### src/vmc_sqrt_cell.sv
module vmc_sqrt_cell #(
  parameter int RT_W   = 24,
  parameter int SIDE_W = 8
) (
  input  logic                clk,
  input  logic                rst_n,
  input  logic                en,
  input  logic                in_valid,
  input  logic [2*RT_W-1:0]   in_rad,
  input  logic [RT_W+1:0]     in_rem,
  input  logic [RT_W-1:0]     in_root,
  input  logic [SIDE_W-1:0]   in_side,
  output logic                out_valid,
  output logic [2*RT_W-1:0]   out_rad,
  output logic [RT_W+1:0]     out_rem,
  output logic [RT_W-1:0]     out_root,
  output logic [SIDE_W-1:0]   out_side
);

  logic                valid_r;
  logic [2*RT_W-1:0]   rad_r, rad_nxt;
  logic [RT_W+1:0]     rem_r, rem_nxt, cur, trial;
  logic [RT_W-1:0]     root_r, root_nxt;
  logic [SIDE_W-1:0]   side_r;

  // one root bit per cell: bring in the next two radicand bits and try root*4+1
  always_comb begin
    cur   = {in_rem[RT_W-1:0], in_rad[2*RT_W-1 -: 2]};
    trial = {in_root, 2'b01};
    rad_nxt = {in_rad[2*RT_W-3:0], 2'b00};
    if (cur >= trial) begin
      rem_nxt  = cur - trial;
      root_nxt = {in_root[RT_W-2:0], 1'b1};
    end else begin
      rem_nxt  = cur;
      root_nxt = {in_root[RT_W-2:0], 1'b0};
    end
  end

  always_ff @(posedge clk) begin
    if (!rst_n) begin
      valid_r <= 1'b0;
    end else if (en) begin
      valid_r <= in_valid;
    end
  end

  always_ff @(posedge clk) begin
    if (en) begin
      rad_r  <= rad_nxt;
      rem_r  <= rem_nxt;
      root_r <= root_nxt;
      side_r <= in_side;
    end
  end

  assign out_valid = valid_r;
  assign out_rad   = rad_r;
  assign out_rem   = rem_r;
  assign out_root  = root_r;
  assign out_side  = side_r;

endmodule

### config.mk
export PLATFORM = sky130hd
export DESIGN_NAME = vmc_sqrt_cell
export DESIGN_NICKNAME = d
export VERILOG_FILES = /design/src/vmc_sqrt_cell.sv
export SDC_FILE = /design/constraint.sdc
export NUM_CORES = 1
export LEC_CHECK = 0
export ABC_CLOCK_PERIOD_IN_PS = 3100
export BUFFER_PORTS_ARGS = -buffer_cell sky130_fd_sc_hd__buf_2
export CELL_PAD_IN_SITES_DETAIL_PLACEMENT = 1
export CELL_PAD_IN_SITES_GLOBAL_PLACEMENT = 2
export CORE_ASPECT_RATIO = 1.4
export CORE_UTILIZATION = 30
export DETAILED_ROUTE_END_ITERATION = 8
export GPL_TIMING_DRIVEN = 0
export HOLD_SLACK_MARGIN = 0.08
export PLACE_DENSITY = 0.86
export SLEW_MARGIN = 20
export SYNTH_ARGS = -nofsm -noshare
export SYNTH_HDL_FRONTEND = slang
export SYNTH_SLANG_ARGS = --single-unit
### constraint.sdc
create_clock -name clk -period 3.1 [get_ports clk]
set_input_delay 0.465 -clock clk [delete_from_list [all_inputs] [get_ports clk]]
set_output_delay 0.465 -clock clk [all_outputs]
set_load 0.02 [all_outputs]
# --- After elaboration in Yosys (flattened, before gate mapping) ---
# Cells that the tools add are included.
totals:
  reg_bits: 105
  out_inout_bits: 107
  input_bits: 110
  wordCells: 9
classes:
  muxes: 2
  add_sub_neg: 1
  order_cmp: 1
ops:
  columns: ["cell", "count"]
  rows:
  - ["26-bit greater-or-equal comparator", 1]
  - ["26-bit two-way mux", 1]
  - ["26-bit subtractor", 1]
  - ["1-bit two-way mux", 1]

# --- Depth between registers and ports, before layout ---
# Gate-level depths: netlist of the first run.
logic_depth:
  ltp_word: 2
  depth_mapped: 14
  depth_no_buf: 11

# --- Worst setup path before layout of the first run ---
# OpenSTA, ideal clock, no wires.
synth_timing:
  path_kind: "in2reg"
  from: "input port in_root[11]"
  to: "register rem_r[12] (netlist: out_rem[12]), data pin"
  arrival_time_ps: 2668
  required_ps: 2840
  setup_ps: 260
  path_stages: 13
  slack_ps: 172
  n_path_buf: 3
  path_cell_list: "inv_1 -> ha_1 -> buf_2 -> nand4_2 -> nor4_2 -> o311ai_1 -> a31oi_1 -> o2111ai_1 -> a31o_1 -> buf_6 -> inv_4 -> buf_12 -> mux2_4"
synth_between:
  elab_chain_len: 2
synth_lines:
  columns: ["item", "line", "source"]
  rows:
  - ["from (decl)", "11", "input logic [RT_W-1:0] in_root,"]
  - ["26-bit greater-or-equal comparator", "31", "if (cur >= trial) begin"]
  - ["26-bit two-way mux", "31", null]
  - ["named net rem_nxt[12]", "22", "logic [RT_W+1:0] rem_r, rem_nxt, cur, trial;"]
  - ["to (signal assigned)", "51", "rem_r <= rem_nxt;"]
  - ["to (decl)", "22", null]
# The timed path passes the listed nets, and every way through them passes these cells.
# A chain may end at the register's enable or synchronous reset.

# --- Worst setup path in the final report of the first run ---
layout_timing:
  from: "input port in_root[13]"
  to: "register rem_r[7] (netlist: out_rem[7]), data pin"
# Same word-level chain as after synthesis.

==> results of run 1 <==
[synth_stat cells, types with 3 or more instances]
library cell and instances:
ha_1 26, inv_1 29, a21boi_0 3, mux2_4 5, nand3_1 9, a31oi_1 8
nor2_1 26, nor2b_1 5, o21ai_0 13, clkbuf_1 6, a21oi_1 35, buf_6 4
nand2_1 15, o21a_1 4, or2_2 5, nand4_1 5, xnor2_1 12, xor2_1 8
o31ai_1 4, edfxtp_1 104, a21o_1 15
[where the power goes]
part | switching (W) | internal [W] | total, W
logic | 0.000526 | 0.000332 | 0.000858
clock network | 0.000558 | 0.000567 | 0.00113
registers | 0.0000343 | 0.00172 | 0.00175
total | 0.00112 | 0.00262 | 0.00374
[what timing repair did]
action | 4_1_cts | 5_1_grt
setup endpoints to repair | 21 | 15
resized for setup | 2 | 9
pin swaps | 2 | 2
setup buffers | 1 | 1
[state kept, by name, indices dropped and copies added (netlist names)]
signal,cells
out_side,8
out_root,24
out_valid,1
out_rad,46
out_rem,26
[cell type report]
cell class | instances | area (um^2) | area share
Sequential cell | 105 | 3140 | 0.470
Multi-Input combinational cell | 230 | 1680 | 0.251
Timing Repair Buffer | 215 | 1110 | 0.166
Tap cell | 199 | 249 | 0.0372
Clock buffer | 10 | 229 | 0.0342
Inverter | 30 | 115 | 0.0172
Buffer | 12 | 101 | 0.0152
Clock inverter | 6 | 61.3 | 0.00917
[cell families (layout without fill, tap and decap cells)]
logic type                 after synthesis  after routing
buffers and inverters                   45            273
other                                    1              2
and+or+nand+nor                         77             77
adders and majority gates               26             26
AOI/OAI and AO/OA                       98             98
muxes                                    7              7
DFF                                    105            105
xor gates and xnor gates                20             20
[through the flow]
stage	instances	TNS (ns)	setup slack (ns)
floorplan	380	0	0.172
global placement	791	-11.67	-0.595
detailed placement	792	-12.18	-0.609
CTS	806	0	0.0229
global route	807	0	0.00957
finish	807	0	0.165
[worst paths after layout]
| check | startpoint | to | depth (start not counted) |
|---|---|---|---|
| max reg2reg | out_valid | out_valid | 2 |
| min | in_rad[10] | out_rad[12] | 1 |
| min reg2reg | out_valid | out_valid | 2 |
| max | in_root[13] | out_rem[7] | 13 |
[routing by layer]
layer  global-route usage  up-vias  share of wire
met2                0.295      144           0.54
met4               0.0629        0          0.020
li1                     -     1858              -
met5                    0        -              0
met3               0.0470       17          0.063
met1                0.166     1828           0.38
==> impl_metrics.toml, run 1 <==
[cells_and_area]
antenna_cells = 0
final_nets = 739
drive_gt1_frac = 0.426
synthToLayoutAreaGrowth_pct = 34.3
final_cell_mix = "buf_2, edfxtp_1, a21oi_1, inv_1, nor2_1"
final_area_um2 = 6690
utilization = 0.414
fillers = 1812
final_common_cell = "buf_2"

[cts]
cts_htree_levels = 3
clk_pin_slew_ns = 0.08
hold_buffers = 0
cts-root-buf = "clkbuf_16"
cts_sinks = 105
clk-insertion-delay-late_ns = 0.35
cts_tree = "yes"
cts.path.max_buffers = 2
cts_inserted_buffers = 9

[sta]
holdWs_ns = 0.284
min_period_ns = 2.93
slew_viol_final = 0
skew_ns = 0
fmax_mhz = 341
hold_viol = 0
setup_viol = 0
rsz0062_at_grt = "false"
finalCritPeriodShare = 0.947

[routing]
avgRoutedWirePerCell_um = 16.8
drc = 0
vias = 3847
routed_wl_um = 13600
drt-vias-per-instance = 4.77
antenna_left = 0
firstDrtPassIters = 4
drtIter0Drc = 118

[worst_setup_path]
ff2ff_setup_slack_ns = 2.49
cp.arrival_ns = 3.04
crit_buf_inv = 5
end_kind = "flop"
max_stage_delay_ns = 0.39
critPathTopFamily = "compound AO/OA/AOI/OAI gates"
slowest_stage = "ha_2"
required_ns = 3.20
path_cells = "buf_2, inv_1, ha_2, nand4_1, nor4_4, o311ai_4, a31oi_2, o2111ai_1, a31o_1, buf_6, inv_4, buf_12, mux2_4"
start_kind = "primary input"
cp_max_fo = 10
crit_type = "primary input to flop"

[yosys]
synthFlopType = "edfxtp_1"
synthTopCellsByArea = "edfxtp_1, ha_1, a21oi_1, a21o_1, inv_1"
yosys.area_share.simple = 0.0766
yosysUniqueCellTypes = 52
syn_inst = 379
synth_top_area_cell = "edfxtp_1"
synthesis.area_um2 = 4980
synth-xor-area-share = 0.0352
muxShareOfSynthArea = 0.0191
ys_seq_elements = 105
ys_seq_area_frac = 0.631
synth_top_family_by_area = "compound AO/OA/AOI/OAI gates"
synth_top_area_frac = 0.627
synthAdderAreaFrac = 0.0653
async_flop_share = 0
post_synth.cell_area_avg_um2 = 13.1
ys_warn_count = 0
synth_compound_area_frac = 0.126
synth_edf_count = 104

[placed_design]
portBuffers = 212
place_congestion = 0.762
post_dp_cell_area_um2 = 6330
dp_hpwl_um = 10800

[die]
core_area_um2 = 16200
rows = 55
die-height_um = 154
ios = 217
die_w_um = 111
die_area_um2 = 17100
initial_core_util = 0.308

[global_routing]
antenna_found_initial = 0
grt_max_degree = 69
grt_pass1_wl_um = 21200
grt_overflow = 0
grt_use_total = 0.159
grt_pass1_vias = 4123

[power_and_ir_drop]
p_leak_nw = 2.97
p_per_area_nw_per_um2 = 559
peakVddDrop_mv = 0.262
finalPower_w = 0.00374

[worst_hold_path]
worst_hold_path_type = "primary input to flop"

[job]
maxCapViolCount = 0

[run_status]
status = "complete, no violations"
(Power assumes the default switching activity.)
==> run 2: changes to the inputs <==
--- a/config.mk
+++ b/config.mk
@@ -5,8 +5,9 @@
 export SDC_FILE = /design/constraint.sdc
 export NUM_CORES = 1
 export LEC_CHECK = 0
-export ABC_CLOCK_PERIOD_IN_PS = 3100
+export ABC_CLOCK_PERIOD_IN_PS = 2760
 export BUFFER_PORTS_ARGS = -buffer_cell sky130_fd_sc_hd__buf_2
+export CAP_MARGIN = 10
 export CELL_PAD_IN_SITES_DETAIL_PLACEMENT = 1
 export CELL_PAD_IN_SITES_GLOBAL_PLACEMENT = 2
 export CORE_ASPECT_RATIO = 1.4
==> constraint.sdc (replaced) <==
create_clock -name clk -period 2.76 [get_ports clk]
set_input_delay 0.414 -clock clk [delete_from_list [all_inputs] [get_ports clk]]
set_output_delay 0.414 -clock clk [all_outputs]
set_load 0.02 [all_outputs]
==> run 2 against run 1 <==
Effect of this change: sequential share of layout area shrank 3.2 points; via count grew 3.1%; clock power grew 12%; global-route usage grew 0.59 points; die area is the same; non-clock buffer count grew 23; cell area grew 7.3%; critical path depth grew 2; critical path type unchanged.
==> impl_metrics.toml, run 2 (synthesis gave the netlist of run 1 again) <==
[worst_setup_path]
start_kind = "primary input"
worst_path_most_repeated_cell = "buf_6"
required_ns = 2.87
slowest_stage = "mux2_4"
cp_max_fo = 5
crit_buf_inv = 7
crit_type = "primary input to flop"
max_stage_delay_ns = 0.30
critPathTopFamily = "buffers and inverters"
end_kind = "flop"
path_cells = "buf_2, inv_1, ha_4, buf_6, nand4_4, nor4_4, buf_4, o311ai_4, a31oi_4, o2111ai_2, a31o_1, buf_6, inv_8, buf_12, mux2_4"
cp.arrival_ns = 2.78

[cts]
clk-insertion-delay-late_ns = 0.35
cts_sinks = 105
cts_htree_levels = 3
cts_inserted_buffers = 9
cts_tree = "yes"
clk_pin_slew_ns = 0.07
cts.path.max_buffers = 2
cts-root-buf = "clkbuf_16"

[run_status]
status = "complete, no violations"

[global_routing]
grt_use_total = 0.164
met3_usage = 0.0345
antenna_found_initial = 0
grtUsageMet2 = 0.314
met1_usage = 0.176
grt_pass1_wl_um = 21700
grt_busiest_layer = "met2"
grt_pass1_vias = 4252
grt_max_degree = 74
grt_overflow = 0

[sta]
finalCritPeriodShare = 0.968
min_period_ns = 2.67
fmax_mhz = 374
skew_ns = 0
final.setup.worst_slack_ns = 0.0894
fin_tns_setup_ns = 0
hold_viol = 0
slew_viol_final = 0
setup_viol = 0

[routing]
firstDrtPassIters = 4
drc = 0
drtIter0Drc = 193
antenna_left = 0
avgRoutedWirePerCell_um = 17.3
vias = 3966
drt-vias-per-instance = 4.78
routed_wl_um = 14300

[power_and_ir_drop]
p_leak_nw = 3.13
peakVddDrop_mv = 0.498
finalPower_w = 0.00433
p_per_area_nw_per_um2 = 603

[die]
initial_core_util = 0.308
rows = 55
die_area_um2 = 17100
die-height_um = 154
core_area_um2 = 16200
ios = 217
die_w_um = 111

[cells_and_area]
largest_reg_flops = 46
antenna_cells = 0
final_cell_mix = "buf_2, edfxtp_1, a21oi_1, inv_1"
final_common_cell = "buf_2"
final_nets = 762
synthToLayoutAreaGrowth_pct = 44.1
drive_gt1_frac = 0.487

[worst_hold_path]
worst_hold_path_type = "primary input to flop"

[placed_design]
dp_hpwl_um = 10600
portBuffers = 212
place_congestion = 0.755
post-place-ws_ns = -0.597

[job]
maxCapViolCount = 0
-- run 2: what timing repair did --
item                                   4_1_cts  5_1_grt
buffers inserted                            10       11
cloned                                       2        0
gates resized for setup                     30       24
hold buffers                                 0        0
pin swaps                                   10        8
setup endpoints to repair                   18       24
endpoints found under the hold margin        0        0
-- run 2: cell type report --
cell class              count  area, um^2
repair buffers            236        1340
inverters                  30         123
flip-flops and latches    105        3140
clock buffers               9         225
plain buffers              14         145
well taps                 199         249
multi-input cells         230        1890
fillers                  1780        8990
clock inverters             7        66.3
-- run 2: path summary, 6_finish.rpt --
check	start	end	slack, ns	cells after the start
worst min register to register	out_valid	out_valid	0.54	2
worst min-delay path	in_rad[6]	out_rad[8]	0.23	1
worst max register to register	out_valid	out_valid	2.16	2
worst max-delay path	in_root[9]	out_rem[7]	0.09	15
-- run 2: through the flow --
step | instance area (um^2) | util | cells | hold slack [ns]
final | 7180 | 0.444 | 830 | 0.228
after CTS | 6940 | 0.429 | 819 | 0.214
after detailed placement | 6370 | 0.394 | 792 | 0.529
after global routing | 7180 | 0.444 | 830 | 0.214
after global placement | 6330 | 0.392 | 791 | 0.497
after floorplan | 5020 | - | 380 | 0.513
-- run 2: routing by layer --
metal / vias to the layer above / wire length (um)
li1: 1906 / -
met1: 1902 / 5550
met2: 138 / 7810
met3: 20 / 692
met4: 0 / 269
met5: - / 0
-- run 2: report_power, final --
group	total (W)	leakage, nW	switching [W]	internal [W]
Combinational	0.00110	1.96	0.000638	0.000465
Clock	0.00126	0.141	0.000628	0.000631
Sequential	0.00197	1.03	0.0000365	0.00193
==> run 3: changes to the inputs <==
--- a/config.mk
+++ b/config.mk
@@ -5,17 +5,17 @@
 export SDC_FILE = /design/constraint.sdc
 export NUM_CORES = 1
 export LEC_CHECK = 0
-export ABC_CLOCK_PERIOD_IN_PS = 2760
+export ABC_CLOCK_PERIOD_IN_PS = 2300
 export BUFFER_PORTS_ARGS = -buffer_cell sky130_fd_sc_hd__buf_2
 export CAP_MARGIN = 10
 export CELL_PAD_IN_SITES_DETAIL_PLACEMENT = 1
 export CELL_PAD_IN_SITES_GLOBAL_PLACEMENT = 2
 export CORE_ASPECT_RATIO = 1.4
-export CORE_UTILIZATION = 30
+export CORE_UTILIZATION = 27
 export DETAILED_ROUTE_END_ITERATION = 8
 export GPL_TIMING_DRIVEN = 0
 export HOLD_SLACK_MARGIN = 0.08
-export PLACE_DENSITY = 0.86
+export PLACE_DENSITY = 0.82
 export SLEW_MARGIN = 20
 export SYNTH_ARGS = -nofsm -noshare
 export SYNTH_HDL_FRONTEND = slang
==> constraint.sdc (replaced) <==
create_clock -name clk -period 2.3 [get_ports clk]
set_input_delay 0.345 -clock clk [delete_from_list [all_inputs] [get_ports clk]]
set_output_delay 0.345 -clock clk [all_outputs]
set_load 0.02 [all_outputs]
==> run 3 against run 2 <==
Effect of this change: the flow now finishes with violations (negative setup slack); non-clock buffer count fell by 12; register-to-register slack got worse by 0.49 ns; clock power rose by 29%; first-iteration DRC count fell by 1.0%; global-route usage fell by 1.4 points; cell area rose by 3.1%; largest power group unchanged; critical endpoint is now out_rem[20]; clock-buffer cell count did not move; setup slack got worse by 0.32 ns; wire length rose by 1.8%; clock skew did not move.
==> impl_metrics.toml, run 3 (synthesis gave the netlist of run 1 again) <==
[run_status]
status = "complete, but fails checks"
violations = "negative setup slack"

[worst_hold_path]
worst_hold_path_type = "primary input to flop"
whs_path_depth = 1

[cts]
cts-root-buf = "clkbuf_16"
cts_sinks = 105
clk_pin_slew_ns = 0.08
cts_htree_levels = 3
cts_tree = "yes"
clk-insertion-delay-late_ns = 0.35
cts_inserted_buffers = 9
cts.path.max_buffers = 2

[power_and_ir_drop]
p_switching_w = 0.00167
p_per_area_nw_per_um2 = 725
comb_power_share = 0.258
sw_frac_of_total = 0.312
p_leak_nw = 3.13
p_int_w = 0.00369
finalPower_w = 0.00536
p_seq_frac = 0.440
peakVddDrop_mv = 0.290
clockPowerShare = 0.302

[placed_design]
portBuffers = 212
placedCellCount = 833
place_congestion = 0.781
dp_hpwl_um = 11200
post-place-ws_ns = -1.06

[routing]
drt-vias-per-instance = 4.55
antenna_left = 0
vias = 3907
routed_wl_um = 14600
firstDrtPassIters = 4
avgRoutedWirePerCell_um = 17.0
drtIter0Drc = 191
drc = 0

[worst_setup_path]
crit_buf_inv = 5
cp.arrival_ns = 2.64
critPathTopFamily = "compound AO/OA/AOI/OAI gates"
slowest_stage = "nor4_4"
start_kind = "primary input"
required_ns = 2.41
worst_path_most_repeated_cell = "buf_12"
ff2ff_path_depth = 2
path_cells = "buf_12, inv_12, ha_4, nand4_1, buf_6, nor4_4, o311ai_4, a31oi_4, o2111ai_2, a31o_4, clkinv_4, buf_12, mux2_4"
max_stage_delay_ns = 0.34
crit_type = "primary input to flop"
end_kind = "flop"
path_depth = 13
cp_max_fo = 7

[die]
rows = 58
die_w_um = 117
die_area_um2 = 19000
ios = 217
die-height_um = 163
initial_core_util = 0.277
core_area_um2 = 18000

[cells_and_area]
largest_reg_flops = 46
antenna_cells = 0
final_nets = 750
drive_gt1_frac = 0.522
fin_cells = 859
final_cell_mix = "buf_2, edfxtp_1, a21oi_1, inv_1"
synthToLayoutAreaGrowth_pct = 48.6
final_common_cell = "buf_2"

[job]
maxCapViolCount = 0

[sta]
fmax_mhz = 395
finalCritPeriodShare = 1.10
hold_viol = 0
skew_ns = 0
min_period_ns = 2.53
setup_viol = 27
final.setup.worst_slack_ns = -0.233
slew_viol_final = 0
holdWs_ns = 0.156
rsz0062_at_grt = "true"

[global_routing]
antenna_found_initial = 2
grt_max_degree = 65
grt_overflow = 0
grt_use_total = 0.151
grt_pass1_vias = 4030
grt_pass1_wl_um = 21200
==> run 3: power groups by stage <==
| stage | Clock, W | Sequential (W) | Combinational, W |
|---|---|---|---|
| 5_1_grt | 0.00176 | 0.00238 | 0.00150 |
| 6_report | 0.00162 | 0.00236 | 0.00138 |
| 4_1_cts | 0.00169 | 0.00237 | 0.00132 |
| 3_3_place_gp | 0 | 0.00241 | 0.00121 |
| 2_1_floorplan | 0 | 0.00265 | 0.000523 |
| 3_5_place_dp | 0 | 0.00241 | 0.00123 |
==> run 3: routing by layer <==
| layer | part of all wire | GRT usage | vias to the layer above | wire length, um |
|---|---|---|---|---|
| met1 | 0.39 | 0.168 | 1858 | 5620 |
| met3 | 0.071 | 0.0387 | 12 | 1040 |
| met4 | 0.0096 | 0.0449 | 2 | 140 |
| met2 | 0.53 | 0.277 | 157 | 7760 |
| li1 | - | - | 1878 | - |
| met5 | 0.00089 | 0 | - | 13 |
==> run 3: worst register-to-register path, delay by kind of cell (launching register included) <==
kind | cells | cell delay (ns)
flops | 1 | 0.32
mux | 1 | 0.14
simple gates | 1 | 0.07
==> run 3: final cells by class <==
cell class | instances | area (um^2)
repair buffers | 227 | 1320
clock buffers | 9 | 225
multi-input cells | 230 | 2060
flip-flops and latches | 105 | 3140
inverters | 30 | 140
fillers | 1981 | 10600
plain buffers | 11 | 120
well taps | 240 | 300
clock inverters | 7 | 93.8
==> run 3: per-stage QoR <==
step | utilization | cell area [um^2] | setup TNS, ns
global placement | 0.366 | 6590 | -46.57
global route | 0.411 | 7400 | -7.39
finish | 0.411 | 7400 | -4.68
CTS | 0.400 | 7190 | -6.93
floorplan | - | 5230 | -4.95
detailed placement | 0.368 | 6620 | -24.66
==> run 3: path summary, 6_finish.rpt <==
check	end	slack, ns	from
max	out_rem[20]	-0.23	in_root[14]
min	out_rad[18]	0.16	in_rad[16]
max reg2reg	out_valid	1.67	out_valid
min reg2reg	out_valid	0.56	out_valid
==> run 3: what timing repair did <==
action,in CTS,in global routing
setup endpoints to repair,27,27
cloned,0,1
hold buffers,0,0
buffers inserted,10,3
endpoints found under the hold margin,0,0
pin swaps,16,19
resized for setup,44,48
