==> config.mk <==
export PLATFORM = sky130hd
export DESIGN_NAME = vmc_div_cell
export DESIGN_NICKNAME = d
export VERILOG_FILES = /design/src/vmc_pkg.sv /design/src/vmc_div_cell.sv
export SDC_FILE = /design/constraint.sdc
export NUM_CORES = 1
export LEC_CHECK = 0
export BUFFER_PORTS_ARGS = -buffer_cell sky130_fd_sc_hd__buf_4
export CORE_AREA = 2 2 192 194
export DETAILED_ROUTE_END_ITERATION = 7
export DIE_AREA = 0 0 194 196
export GPL_ROUTABILITY_DRIVEN = 0
export PLACE_DENSITY_LB_ADDON = 0.3
export SLEW_MARGIN = 0
export SYNTH_ARGS = -nofsm -noshare
export SYNTH_HDL_FRONTEND = slang
export SYNTH_SLANG_ARGS = --single-unit
==> constraint.sdc <==
create_clock -name clk -period 4.06 [get_ports clk]
set_clock_uncertainty 0.2 [all_clocks]
set_input_delay 0.812 -clock clk [delete_from_list [all_inputs] [get_ports clk]]
set_output_delay 0.812 -clock clk [all_outputs]
set_load 0.05 [all_outputs]
==> src/vmc_pkg.sv <==
package vmc_pkg;

  localparam int LIMIT_BITS = 11;
  localparam int N_LANES    = 3;

endpackage

==> src/vmc_div_cell.sv <==
module vmc_div_cell #(
  parameter int Q_W    = 24,
  parameter int D_W    = 24,
  parameter int SIDE_W = 8
) (
  input  logic                                   clk,
  input  logic                                   rst_n,
  input  logic                                   en,
  input  logic                                   in_valid,
  input  logic [D_W-1:0]                         in_div,
  input  logic [vmc_pkg::N_LANES-1:0][D_W-1:0]   in_rem,
  input  logic [vmc_pkg::N_LANES-1:0][Q_W-1:0]   in_num,
  input  logic [vmc_pkg::N_LANES-1:0][Q_W-1:0]   in_quo,
  input  logic [SIDE_W-1:0]                      in_side,
  output logic                                   out_valid,
  output logic [D_W-1:0]                         out_div,
  output logic [vmc_pkg::N_LANES-1:0][D_W-1:0]   out_rem,
  output logic [vmc_pkg::N_LANES-1:0][Q_W-1:0]   out_num,
  output logic [vmc_pkg::N_LANES-1:0][Q_W-1:0]   out_quo,
  output logic [SIDE_W-1:0]                      out_side
);

  logic                                   valid_r;
  logic [D_W-1:0]                         div_r;
  logic [vmc_pkg::N_LANES-1:0][D_W-1:0]   rem_r, rem_nxt;
  logic [vmc_pkg::N_LANES-1:0][Q_W-1:0]   num_r, num_nxt, quo_r, quo_nxt;
  logic [SIDE_W-1:0]                      side_r;
  logic [D_W:0]                           t;

  // one quotient bit per cell in each lane, restoring
  always_comb begin
    for (int i = 0; i < vmc_pkg::N_LANES; i++) begin
      t          = {in_rem[i], in_num[i][Q_W-1]};
      num_nxt[i] = {in_num[i][Q_W-2:0], 1'b0};
      if (t >= {1'b0, in_div}) begin
        rem_nxt[i] = D_W'(t - {1'b0, in_div});
        quo_nxt[i] = {in_quo[i][Q_W-2:0], 1'b1};
      end else begin
        rem_nxt[i] = t[D_W-1:0];
        quo_nxt[i] = {in_quo[i][Q_W-2:0], 1'b0};
      end
    end
  end

  always_ff @(posedge clk) begin
    if (!rst_n) begin
      valid_r <= 1'b0;
    end else if (en) begin
      valid_r <= in_valid;
    end
  end

  always_ff @(posedge clk) begin
    if (en) begin
      div_r  <= in_div;
      rem_r  <= rem_nxt;
      num_r  <= num_nxt;
      quo_r  <= quo_nxt;
      side_r <= in_side;
    end
  end

  assign out_valid = valid_r;
  assign out_div   = div_r;
  assign out_rem   = rem_r;
  assign out_num   = num_r;
  assign out_quo   = quo_r;
  assign out_side  = side_r;

endmodule
Word level (Yosys, flattened, before mapping)
Index checks and enable logic that the tools add are counted.
{ "totals": {"reg_bits": 246, "word_cells": 24} }
{ "classes": {"n_addsub": 3, "magnitude_cmp": 3, "muxes": 6} }
{ "ops": {"columns": ["operator", "n"], "rows": [
  ["greater-or-equal comparator 25 x 24 -> 1 bit", 3],
  ["two-way mux 24 bit", 3],
  ["subtractor 24 bit", 3],
  ["two-way mux 1 bit", 3]
]} }

Depth between registers and ports, before layout
Gate-level depths: netlist (run 1).
{ "logic_depth": {"word_depth": 2, "mapped_depth": 12, "mapped_depth_nobuf": 11} }

Least setup slack after synthesis (run 1)
Ideal clock, no wire load.
{ "synth_path": {"path_kind": "input port to flip-flop", "from": "in in_div[12]", "to": "reg rem_r (netlist bit out_rem[61]) (data pin)", "setup_time_ns": 0.262, "arrival_ns": 2.911, "t_required_ns": 3.598, "path_slack_ns": 0.687, "path_stages": 10, "n_path_buf": 2, "path_cell_list": "inv_1 ha_1 buf_2 inv_1 or4_1 a211oi_1 o21ai_1 a31oi_1 buf_4 mux2_1"} }
{ "synth_rtl": {"columns": ["item", "line_no", "source"], "rows": [
  ["start, declared", "vmc_div_cell.sv:10", "input logic [D_W-1:0] in_div,"],
  ["end signal, assigned", "vmc_div_cell.sv:56", "rem_r <= rem_nxt;"],
  ["end, declared", "vmc_div_cell.sv:25", "logic [vmc_pkg::N_LANES-1:0][D_W-1:0] rem_r, rem_nxt;"]
]} }

==> results of run 1 <==
[worst min-delay path by stage]
| stage | cells past startpoint | startpoint | endpoint | slack, ns |
|---|---|---|---|---|
| floorplan | 2 | out_valid | out_valid | 0.54 |
| global placement | 2 | out_valid | out_valid | 0.30 |
| detailed placement | 2 | out_valid | out_valid | 0.31 |
| CTS | 1 | in_quo[67] | out_quo[68] | 0.20 |
| global route | 1 | in_num[8] | out_num[9] | 0.20 |
| finish | 1 | in_num[24] | out_num[25] | 0.23 |
[placed cells by master (no fill, tap or decap), types with 9 or more instances in the layout]
master	Yosys	final
sky130_fd_sc_hd__buf_4	5	509
sky130_fd_sc_hd__edfxtp_1	245	245
sky130_fd_sc_hd__ha_1	72	72
sky130_fd_sc_hd__nand2_1	70	70
sky130_fd_sc_hd__a21oi_1	57	57
sky130_fd_sc_hd__o21ai_0	51	51
sky130_fd_sc_hd__inv_1	46	46
sky130_fd_sc_hd__nor2_1	40	40
sky130_fd_sc_hd__xnor2_1	32	32
sky130_fd_sc_hd__clkbuf_16	0	31
sky130_fd_sc_hd__a21o_1	29	29
sky130_fd_sc_hd__o21ai_1	27	27
sky130_fd_sc_hd__xor2_1	26	26
sky130_fd_sc_hd__nand3_1	19	19
sky130_fd_sc_hd__mux2_1	19	19
sky130_fd_sc_hd__nor3_1	13	13
sky130_fd_sc_hd__nor2b_1	12	12
sky130_fd_sc_hd__o21a_1	10	10
sky130_fd_sc_hd__and3_1	10	10
sky130_fd_sc_hd__nand4_1	10	10
sky130_fd_sc_hd__a211oi_1	9	9
[metal layers]
| metal | GRT usage (%) | up-vias | wire (µm) |
|---|---|---|---|
| met5 | 0 | - | 0 |
| met4 | 5.331 | 0 | 755 |
| met3 | 5.828 | 51 | 3137 |
| met2 | 37.72 | 343 | 21520 |
| met1 | 26.20 | 4679 | 17280 |
| li1 | - | 4532 | - |
[critical path: cells and delay by family]
| family | cells | cell delay [ns] |
|---|---|---|
| AO/OA/AOI/OAI | 5 | 1.29 |
| XOR/XNOR | 1 | 0.10 |
| adder cells (fa/ha/maj) | 1 | 0.32 |
| buffers and inverters | 3 | 0.46 |
| multiplexers | 1 | 0.30 |
| AND/OR/NAND/NOR | 1 | 0.17 |
[power by group]
part	leakage [nW]	internal, W	switching (W)
registers	2.41	0.00312	0.0000781
clock network	0.489	0.00166	0.00112
logic	4.60	0.000819	0.00164
[metrics by stage]
stage          worst slack (ns)  util, %
3_5_place_dp             0.1995    45.24
6_report                 0.7133    48.12
4_1_cts                  0.7896    48.09
2_1_floorplan            0.6869        -
5_1_grt                  0.5858    48.10
3_3_place_gp             0.2169    45.24
[cell type report]
class                   count  share of cell area [%]
diodes                      5                 0.07205
clock buffers              33                   4.510
clock inverters            22                   1.412
inverters                  47                   1.016
multi-input cells         604                   24.58
flip-flops and latches    246                   42.48
well taps                 468                   3.372
repair buffers            514                   22.55
[sequential cells by signal, summed over array words and instances (netlist names)]
register and flops:
out_div 24, out_num 69, out_quo 72, out_rem 72, out_side 8, out_valid 1
[cell families after synthesis]
| logic type | synth area share, % |
|---|---|
| other | 0.03137 |
| adder cells (fa/ha/maj) | 8.038 |
| AND/OR/NAND/NOR | 8.257 |
| flip-flops | 61.71 |
| multiplexers | 2.397 |
| XOR/XNOR | 4.249 |
| buffers and inverters | 2.700 |
| AO/OA/AOI/OAI | 12.62 |
==> results, run 1 <==
- The flow ran to the end, and the final reports show no timing, DRC or antenna violations.
- In this run the number of H-tree levels came out at 1.
- The standard cell area after detailed placement is around 0.016 mm².
- The count of pins over their slew limit was 0.
- The number of cells on the worst reg-to-reg path is 2.
- The routed wire length is about 43000 µm.
- Counting I/O delays and the setup requirement, the final critical path takes 3.347 ns.
- Setup repair after global routing left no endpoint under its margin.
- The layout-stage area growth over the synthesis result is 45.25%.
- The most instantiated library cell after synthesis is sky130_fd_sc_hd__edfxtp_1.
- The number of search-and-repair iterations in the first detailed-routing pass is 5.
- The nature of the critical path startpoint is a primary input.
- The clock drives about 250 sinks.
- The number of global-route vias before repair is around 9500.
- The commonest cells after synthesis are sky130_fd_sc_hd__edfxtp_1, sky130_fd_sc_hd__ha_1, sky130_fd_sc_hd__nand2_1.
- Setup slack on the worst reg-to-reg path comes out at 3.26 ns.
- For this design the top-level I/O count stands at between 500 and 600.
- The worst register-to-register path ends at out_valid.
- Sequential elements use 61.71% of the synthesized area.
- After clock tree synthesis, the clock-pin slew on the worst setup and hold paths is approximately 0.060 ns.
- The beginning of the worst register-to-register path is out_valid.
- The cell occurring most often along the worst timing path is sky130_fd_sc_hd__buf_4.
- The tightest hold path in the finished design has a slack of roughly 0.23 ns.
- The share of layout cells above drive strength 1 is between 30 and 40%.
- Walking the worst path, the cells encountered are buf_4 -> inv_1 -> ha_1 -> nor2b_1 -> o2111a_1 -> o311ai_2 -> buf_4 -> a211oi_1 -> a21oi_1 -> o31ai_1 -> xnor2_1 -> mux2_1.
- The layout net count is about 1800.
- Global routing used 21.49% of the available tracks across all layers.
- Setup total negative slack on the finished layout was measured at 0 ns.
- The post-CTS setup buffer count is 0.
- The sequential cells in the finished layout cover a total of roughly 0.0074 mm².
- TritonCTS built the clock tree.
- Detailed placement ended at an HPWL of ~34000 µm.
- The longest clock path from root to sink contains 3 buffers.
- The number of cells in the design after placement is roughly 1900.
- Dividing the detail-routed wire length by the instance count gives between 20 and 25 µm.
- In this run, post-CTS repair resized a total of 0 instances.
- The number of failing hold endpoints at the final stage is 0.
- Entering global routing, the biggest net connects just under 90 pins.
- For the worst setup path, the data required time is around 4.2 ns.
- The synthesized design spends more area on one cell type than any other, namely sky130_fd_sc_hd__edfxtp_1.
- STA puts the critical path data arrival time at around 3.4 ns.
- The total overflow left after global routing is 0.
- The fmax is 298.8 MHz.
- For this run, the slowest stage of the critical path takes ~0.40 ns.
- STA classifies the critical path endpoint as a flop.
- The floorplan has 70 rows.
- The cell area that synthesis handed to floorplanning was approximately 0.012 mm².
- The total number of vias is between 9000 and 10000.
- The initial core utilization is about a third.
- The slowest cell on the critical path is sky130_fd_sc_hd__o31ai_1.
- The critical path is of the primary input to flop type.
- Along the worst path, the maximum fanout reaches 5.
- In this run, CTS created clock tree buffers numbering 30.
- The clock latency on the worst-skew pair is 0.55 ns.
- The worst hold path belongs to the class primary input to flop.
- IR analysis of the VDD net gives a maximum drop of roughly 480 µV.
- For this run, asynchronously set or reset flops after synthesis account for 0%.
- The filler cell count is 3255.
- The share of synthesized area in the top cell type comes to 61.54%.
- The floorplan step defined a core boundary enclosing ~0.036 mm².
- The residual DRC count is 0.
- The synthesis warning total is 0.
- After the first detailed-routing iteration, the DRC count stood at 402.
- In this run the horizontal extent of the chip is just under 200 µm.
- Total power for the finished layout comes to between 0.008 and 0.009 W.
- The ratio of final minimum period to clock period is roughly 82%.
- For this run, the number of standard cells in the final layout without fillers is between 1500 and 2000.
- The die covers about 0.038 mm².
- The flop and latch count out of synthesis is approximately 250.
- The synthesized area per cell is roughly 13 µm².
- The initial antenna violation count was 4.
- The leakage power summed over all cells is between 7 and 8 nW.
- Setup violations remaining at the end of the flow were counted as 0.
- The number of synthesized flops with an enable pin is 245.
- The measured slew at the worst slew-check pin is roughly 0.75 ns.
- Among all flip-flop cells after synthesis, the most frequent one is sky130_fd_sc_hd__edfxtp_1.
- The root buffer cell chosen for the clock tree is sky130_fd_sc_hd__clkbuf_16.
- The number of nets still failing antenna checks after routing is 0.
- The launch point of the critical path is in_div[1].
- The total area of multi-input combinational cells is 0.004269 mm².
- Max-cap violations in this run came to 0.
- In the routed layout, each cell is associated on average with a via count of roughly 5.0.
- The number of hold buffers added after CTS was 0.
- Sorting the synthesized cells by area gives the leading types as sky130_fd_sc_hd__edfxtp_1, sky130_fd_sc_hd__ha_1, sky130_fd_sc_hd__a21oi_1, sky130_fd_sc_hd__xnor2_1, sky130_fd_sc_hd__nand2_1.
- The post-synthesis cell count is roughly 930.
- In this run the tightest slew margin relative to its limit is 50.17%.
- The die extent in y is between 150 and 200 µm.
- Power spread over the standard cell area amounts to about 490 mW/mm².
- The critical path ends at out_rem[67].
- The final non-filler cell area is around 0.017 mm².
- In this run the tool buffered the top-level ports with a little under 500 buffer cells.
- The number of distinct library cells after synthesis is 66.
- The global-route wire length before repair is just over 60000 µm.
(Power assumes the default switching activity.)
==> run 2, diff against run 1 <==
--- a/config.mk
+++ b/config.mk
@@ -5,6 +5,7 @@
 export SDC_FILE = /design/constraint.sdc
 export NUM_CORES = 1
 export LEC_CHECK = 0
+export ABC_AREA = 1
 export BUFFER_PORTS_ARGS = -buffer_cell sky130_fd_sc_hd__buf_4
 export CORE_AREA = 2 2 192 194
 export DETAILED_ROUTE_END_ITERATION = 7
==> constraint.sdc (replaced) <==
create_clock -name clk -period 2.8 [get_ports clk]
set_clock_uncertainty 0.2 [all_clocks]
set_input_delay 0.56 -clock clk [delete_from_list [all_inputs] [get_ports clk]]
set_output_delay 0.56 -clock clk [all_outputs]
set_load 0.05 [all_outputs]
==> run 2 against run 1 <==
- clock power is 38% higher
- worst hold slack got worse by 0.18 ns
- highest routed layer is now met5
- core utilization rose by 15 points
- non-clock buffer count up 261
- routed wire length rose by 38%
- largest cell class unchanged
- global-route usage is 7.5 points higher
- cell area grew 32%
- critical path depth up 4
- via count up 52%
- synthesized cell count rose by 80%
- combinational power is 80% higher
==> results, run 2 <==
- The number of instances on the worst hold path is 3.
- In this run the cell area of the synthesized design comes to between 0.01 and 0.015 mm².
- The count of routing violations after the opening detailed-route iteration is 990.
- The total power draw is 0.01287 W.
- The layout-stage area growth over the synthesis result is 61.27%.
- TritonCTS built the clock tree.
- From bottom edge to top edge, the die measures approximately 200 µm.
- The Yosys step of the flow raised 0 warnings.
- Entering global routing, the biggest net connects 53 pins.
- The initial core utilization is between 30% and 40%.
- The slowest stage of the critical path is the sky130_fd_sc_hd__dlygate4sd3_1 cell.
- The post-synthesis compound-gate area fraction is approximately 1.7%.
- The max-capacitance violation count is 0.
- 501 I/O pins were placed.
- The routed wire length is 58900 µm.
- The largest family of logic cells by synthesized area is simple AND/OR/NAND/NOR gates.
- The post-synthesis share of cell area spent on and, or, nand and nor gates is roughly 28%.
- The element type at the critical path end is a flop.
- Among all cell types in the netlist, the one instantiated most often is sky130_fd_sc_hd__nand2_1.
- The startpoint-to-endpoint class of the critical path is primary input to flop.
- The longest clock path from root to sink contains 3 buffers.
- The filler cell count is around 2800.
- The kind of cell adding the most delay to the critical path is buffers and inverters.
- The number of synthesized flops with an enable pin is 245.
- The number of cell rows is 70.
- The cell type contributing the most total cell area after synthesis is sky130_fd_sc_hd__edfxtp_1.
- The buffer type at the clock tree root is sky130_fd_sc_hd__clkbuf_16.
- The largest stage delay on the critical path is 0.55 ns.
- Of the total synthesized cell area, the portion taken by full adders, half adders and majority gates is 6.762%.
- The analysis attributes to cell leakage a power of between 10 and 15 nW.
- The critical path required time is about 2.9 ns.
- The final critical-path required period is between 2 and 3 ns.
- The library cell used most frequently in the layout, excluding fill and tap cells, is sky130_fd_sc_hd__nand2_1.
- The residual DRC count is 0.
- The dominant synthesized flop cell is sky130_fd_sc_hd__edfxtp_1.
- Once detailed placement completed, the half-perimeter wirelength came to 43690 µm.
- The signal on the critical path passes through dlygate4sd3_1 -> buf_4 -> inv_2 -> buf_12 -> ha_1 -> nand2_1 -> nand2_1 -> inv_1 -> nand2_1 -> nand2_1 -> nand2_2 -> a21oi_4 -> nand3_4 -> buf_12 -> nand2_1 -> nand2_1.
- Measured in cells, the most critical reg-to-reg path has a length of 2.
- In this run the tool buffered the top-level ports with 494 buffer cells.
- The fmax is approximately 360 MHz.
- Leaving out fill and tap cells, the most frequent cells in the layout are sky130_fd_sc_hd__nand2_1, sky130_fd_sc_hd__buf_4, sky130_fd_sc_hd__inv_1.
- In the final routed layout, each cell accounts on average for around 20 µm.
- The synthesized area per cell is ~8.5 µm².
- Once placement finished, the instance area stood at between 0.015 and 0.02 mm².
- The signal arrival time at the worst endpoint is between 2 and 3 ns.
- The final hold slack is approximately 0.049 ns.
- The ratio of final minimum period to clock period is 98.62%.
- For this design the ratio of total power to cell area is roughly 560 mW/mm².
- IR analysis of the VDD net gives a maximum drop of about 630 µV.
- In the global route stage, overall resource usage came out at approximately 29%.
- In this run the standard cell core region covers around 0.036 mm².
- In the final design database the tool counted 2771 nets.
- The cell that appears most often on the critical path is sky130_fd_sc_hd__nand2_1.
- The combined flip-flop and latch cell area is between 0.007 and 0.008 mm².
- For this run the aggregate overflow at the end of global routing stands at 0.
- The end-of-flow core utilization is 63.51%.
- The total number of H-tree levels is 1.
- Synthesis instantiated 35 different standard cells from the library.
- At the later pin of the worst-skew pair, clock insertion delay measures around 0.58 ns.
- The count of pins over their slew limit is 0.
- Multiplexer cells account for 0% of the synthesized area.
- Ranked by total cell area, the synthesized netlist is headed by sky130_fd_sc_hd__edfxtp_1, sky130_fd_sc_hd__nand2_1, sky130_fd_sc_hd__inv_1, sky130_fd_sc_hd__ha_1, sky130_fd_sc_hd__nand4_1.
- The die covers approximately 0.038 mm².
- The number of nets still failing antenna checks after routing is 0.
- Setup repair after global routing could not meet its margin everywhere.
- The share of async-settable or async-resettable flops after synthesis is 0%.
- In the final layout, the multi-input gates occupy 0.006237 mm².
- The number of failing hold endpoints at the final stage is 0.
- The clock transition time at the flip-flop clock pins of the worst setup and hold paths is 0.06 ns.
- Ranked by instance count, the synthesized netlist is headed by sky130_fd_sc_hd__nand2_1, sky130_fd_sc_hd__inv_1, sky130_fd_sc_hd__edfxtp_1.
- The clock net sink count is 246.
- The share of layout cells above drive strength 1 is 31.94%.
- The flop and latch count out of synthesis is 246.
- In this run the biggest area consumer among cell types represents between 50% and 60% of the synthesized area.
- The final setup violation count is 0.
- The floorplan step set the die width to between 150 and 200 µm.
- The count of buffer and inverter cells on the critical path is 6.
- The number of global-route vias before repair is around 14000.
- The number of search-and-repair iterations in the first detailed-routing pass is 6.
- The global-route wire length before repair is between 80000 and 90000 µm.
- Buffers inserted during clock tree synthesis total 28.
- The count of cells in the finished layout, fillers not included, comes to between 2000 and 3000.
- Detailed routing inserted a total of around 15000 vias.
- The number of cells on the critical path is 16.
- The XOR/XNOR share of the synthesized area is under 10%.
- In this run the worst path has a maximum fanout of 15.
- In this run, placement finished with an instance count of 2695.
- After detailed routing, the number of vias per cell comes to ~5.
- The run finished with clean final reports.
- The final non-filler cell area is approximately 0.023 mm².
- STA classifies the critical path startpoint as a primary input.
- The initial antenna violation count is 5.
- The worst hold path class is primary input to flop.
- In the synthesized netlist, the number of instances is about 1700.
- The sequential element share of the synthesized area is a little over 50%.
[run 2: cell families (layout without fill, tap and decap cells)]
kind of cell / Yosys count / count (layout)
AOI/OAI and AO/OA: 39 / 39
other: 1 / 5
buffers and inverters: 335 / 1133
DFF: 246 / 246
xor gates and xnor gates: 32 / 32
adders and majority gates: 75 / 75
and+or+nand+nor: 936 / 936
[run 2: worst paths after layout]
| check | from | end | slack (ns) |
|---|---|---|---|
| worst max-delay path | in_div[12] | out_rem[47] | 0.04 |
| worst min-delay path | in_valid | out_valid | 0.05 |
| worst max register to register | out_valid | out_valid | 1.91 |
| worst min register to register | out_valid | out_valid | 0.40 |
[run 2: through the flow]
step | setup WS [ns] | setup TNS (ns)
global placement | -0.04842 | -0.4966
CTS | 0.02328 | 0
detailed placement | -0.04614 | -0.4950
finish | 0.03872 | 0
floorplan | 0.3959 | 0
global route | -0.05296 | -0.5727
[run 2: power by group]
group	total [W]	internal [W]	switching, W
logic	0.00442	0.00157	0.00284
clock network	0.00383	0.00222	0.00161
registers	0.00463	0.00450	0.000132
[run 2: area by class of cell]
| class | instances | area share (%) |
|---|---|---|
| flip-flops and latches | 246 | 32.19 |
| clock buffers | 34 | 3.156 |
| clock inverters | 16 | 0.9664 |
| repair buffers | 775 | 28.65 |
| inverters | 308 | 5.242 |
| multi-input cells | 1085 | 27.22 |
| diodes | 2 | 0.02184 |
| well taps | 468 | 2.555 |
[run 2: what timing repair did]
item                                    4_1_cts  5_1_grt
buffers inserted                              0       17
endpoints found under the hold margin       168        0
hold buffers                                168        0
resized for setup                             0      152
endpoints found under the setup margin        0       72
[run 2: layer usage]
metal / wire length [µm] / track usage (%) / share of wire (%)
met1: 22990 / 35.35 / 39
met2: 29170 / 50.49 / 50
met3: 3965 / 5.364 / 6.7
met4: 2710 / 12.46 / 4.6
met5: 68 / 0 / 0.12
[run 2: worst min-delay path: stages]
cell                      delay [ns]
sky130_fd_sc_hd__buf_4          0.11
sky130_fd_sc_hd__inv_1          0.04
sky130_fd_sc_hd__a21oi_1        0.06
==> run 3, diff against run 2 <==
--- a/config.mk
+++ b/config.mk
@@ -11,6 +11,7 @@
 export DETAILED_ROUTE_END_ITERATION = 7
 export DIE_AREA = 0 0 194 196
 export GPL_ROUTABILITY_DRIVEN = 0
+export MAX_ROUTING_LAYER = met4
 export PLACE_DENSITY_LB_ADDON = 0.3
 export SLEW_MARGIN = 0
 export SYNTH_ARGS = -nofsm -noshare
==> run 3 against run 2 <==
- the run now ends with negative setup slack left
- routed wire length about the same
- first-iteration DRC count rose by 8.8%
- sequential share of layout area increased by 0.088 points
- sequential power barely moved
- final cell count grew 0.27%
- cell area fell by 0.27%
- critical path depth decreased by 3
- clock power about the same
- largest power group unchanged
==> results, run 3 (synthesized netlist as in run 2, its figures left out) <==
- The floorplan core area is ~0.036 mm².
- The clock transition time at the flip-flop clock pins of the worst setup and hold paths is 0.06 ns.
- The buffer levels on the longest clock path is 3.
- The maximum number of pins on one net before global-route repair is between 50 and 60.
- The most frequent standard cell in the layout excluding fill and tap cells is sky130_fd_sc_hd__nand2_1.
- The number of vias per cell is around 5.0.
- The routed wire length is about 60000 µm.
- In this run the clock root is driven by a sky130_fd_sc_hd__clkbuf_16.
- The signal arrival time at the worst endpoint is 2.95 ns.
- The total power draw is 0.01283 W.
- The count of pins over their slew limit is 0.
- The number of primary I/O pins is between 500 and 600.
- The die is 196 µm tall.
- The end-of-flow core utilization is between 60% and 70%.
- The clock network burns between 20% and 30% of the power.
- The TritonCTS clock tree is done.
- Counting the fill cells in the layout gives approximately 2800.
- Of the total power, the share spent switching nets is a little over a third.
- The worst setup path is captured at a flop.
- Setup repair after global routing could not meet its margin everywhere.
- The run finished, with violations left.
- The ratio of final minimum period to clock period is 100.9%.
- STA classifies the critical path startpoint as a primary input.
- The total number of vias is roughly 15000.
- Derived from the worst setup path, the maximum achievable clock frequency is between 300 and 400 MHz.
- The total area of multi-input combinational cells is around 0.0061 mm².
- The net switching power is about 0.0046 W.
- Setup slack on the critical path of the routed design comes to -0.02463 ns.
- The overall die area is between 0.03 and 0.04 mm².
- For this run the aggregate overflow at the end of global routing stands at 0.
- The startpoint-to-endpoint class of the critical path is primary input to flop.
- The count of routing violations after the opening detailed-route iteration is 1077.
- The final reports fail on negative setup slack.
- The worst hold path belongs to the class primary input to flop.
- The number of clock buffers added by TritonCTS is 28.
- Grouping stages by cell kind, the critical path spends the most delay in buffers and inverters.
- The combined flip-flop and latch cell area is ~0.0074 mm².
- The final HPWL from detailed placement is around 44000 µm.
- The largest stage delay on the critical path is ~0.55 ns.
- In this run the number of H-tree levels came out at 1.
- In this run the horizontal extent of the chip is roughly 190 µm.
- The part of the power in combinational logic is approximately 34%.
- Cell internal power was estimated by the tool at roughly 0.0083 W.
- Before antenna repair, the detailed router went through 5 iterations.
- The signal on the critical path passes through dlygate4sd3_1 -> buf_4 -> inv_1 -> buf_12 -> ha_2 -> nand2_1 -> nor2_2 -> nand2_1 -> nor3_4 -> nand3_4 -> buf_2 -> nand4_1 -> nand2_1.
- The leakage power summed over all cells is about 11 nW.
- The average detailed-routed wire length per instance is around 20 µm.
- After detailed routing, the number of remaining DRC violations is 0.
- The number of failing hold endpoints at the final stage was 0.
- IR analysis of the VDD net gives a maximum drop of between 600 and 700 µV.
- The max-capacitance violation count is 0.
- The critical path contains buffers and inverters numbering 5 combined.
- The most numerous cell type found on the critical path is sky130_fd_sc_hd__nand2_1.
- The layout net count is ~2800.
- The largest individual stage delay along the critical path comes from the cell sky130_fd_sc_hd__dlygate4sd3_1.
- For this design, the sink count on the clock tree is between 200 and 250.
- The initial antenna violation count is 6.
- The top cell types in the final layout, fill and taps aside, are sky130_fd_sc_hd__nand2_1, sky130_fd_sc_hd__buf_4, sky130_fd_sc_hd__inv_1.
- In this run the remaining antenna-violating nets after routing total 0.
- The first global-routing pass estimated 84070 µm of wire.
- The highest net fanout along the worst path is 6.
- The total track usage is between 20 and 30%.
- The count of port buffers added during placement is 494.
- Subtracting the final worst setup slack from the clock period gives approximately 2.8 ns.
- The number of global-route vias before repair is about 14000.
- Setup violations remaining at the end of the flow were counted as 2.
- The layout-stage area growth over the synthesis result is 60.83%.
- The power density over cell area is 561.2 mW/mm².
- Row generation in the floorplan step produced 70 rows.
- At the later pin of the worst-skew pair, clock insertion delay measures 0.58 ns.
- Data on the critical path is required at its endpoint by 2.93 ns.
- For this configuration, the core starts out at a cell density of roughly two fifths.
- The share of total power dissipated in sequential elements is around 36%.
- The share of layout cells above drive strength 1 is a little under a third.
-- run 3: cell types whose count changed in the layout (fill, tap and decap cells not counted), moves of 3 or more --
cell | previous run | this run
sky130_fd_sc_hd__ha_4 | 42 | 34
sky130_fd_sc_hd__nand2_2 | 20 | 16
sky130_fd_sc_hd__ha_2 | 4 | 7
sky130_fd_sc_hd__buf_4 | 573 | 578
sky130_fd_sc_hd__ha_1 | 26 | 31
sky130_fd_sc_hd__nand2_1 | 634 | 639
sky130_fd_sc_hd__buf_6 | 9 | 6
sky130_fd_sc_hd__buf_12 | 16 | 19
sky130_fd_sc_hd__nor2_1 | 69 | 66
sky130_fd_sc_hd__nor2_2 | 18 | 21
sky130_fd_sc_hd__diode_2 | 2 | 6
sky130_fd_sc_hd__inv_1 | 285 | 289
-- run 3: path summary, 6_finish.rpt --
check | start | to | slack, ns | depth (start not counted)
worst min register to register | out_valid | out_valid | 0.41 | 2
worst max-delay path | in_div[12] | out_rem[14] | -0.02 | 13
worst min-delay path | in_div[0] | out_div[0] | 0.05 | 1
worst max register to register | out_valid | out_valid | 1.89 | 2
-- run 3: power groups by stage --
stage / logic [W] / clock network (W) / registers, W
floorplan: 0.00113 / 0 / 0.00595
global placement: 0.00388 / 0 / 0.00469
detailed placement: 0.00392 / 0 / 0.00469
CTS: 0.00414 / 0.00388 / 0.00462
global route: 0.00462 / 0.00403 / 0.00466
finish: 0.00437 / 0.00382 / 0.00463
-- run 3: cell type report --
type	count	share of cell area [%]
antenna	6	0.06570
multi-input combinational	1085	26.85
tap	468	2.562
sequential	246	32.28
inverter	308	5.223
clock inverter	16	0.9691
timing repair buffer	779	28.89
clock buffer	34	3.165
-- run 3: routing by layer --
| layer | part of all wire [%] | vias up | wire length [µm] | track usage [%] |
|---|---|---|---|---|
| met5 | 0 | - | 0 | - |
| li1 | - | 6947 | - | - |
| met1 | 39 | 6962 | 23100 | 35.70 |
| met2 | 50 | 702 | 29330 | 50.84 |
| met3 | 6.8 | 123 | 3994 | 4.831 |
| met4 | 4.3 | 0 | 2528 | 11.78 |
-- run 3: metrics by stage --
| step | hold slack [ns] | setup slack (ns) | instances | TNS, ns | cell area, µm² |
|---|---|---|---|---|---|
| 2_1_floorplan | 0.4535 | 0.3959 | 1666 | 0 | 14220 |
| 3_3_place_gp | 0.3375 | -0.04842 | 2695 | -0.4966 | 19210 |
| 3_5_place_dp | 0.3564 | -0.04614 | 2695 | -0.4950 | 19210 |
| 4_1_cts | 0.01037 | 0.02328 | 2913 | 0 | 21840 |
| 5_1_grt | 0.02975 | -0.06409 | 2942 | -1.380 | 22850 |
| 6_report | 0.05380 | -0.02463 | 2942 | -0.02585 | 22850 |
-- run 3: repair_timing --
item | CTS | global route
resized for setup | 0 | 131
hold buffers | 168 | 0
endpoints found under the setup margin | 0 | 72
buffers inserted | 0 | 20
hold endpoints to repair | 168 | 0
-- run 3: worst reg2reg max path, cell delays in order (launching register included) --
cell and delay [ns]:
sky130_fd_sc_hd__dfxtp_1 0.35, sky130_fd_sc_hd__o21ai_0 0.10, sky130_fd_sc_hd__a21oi_1 0.18
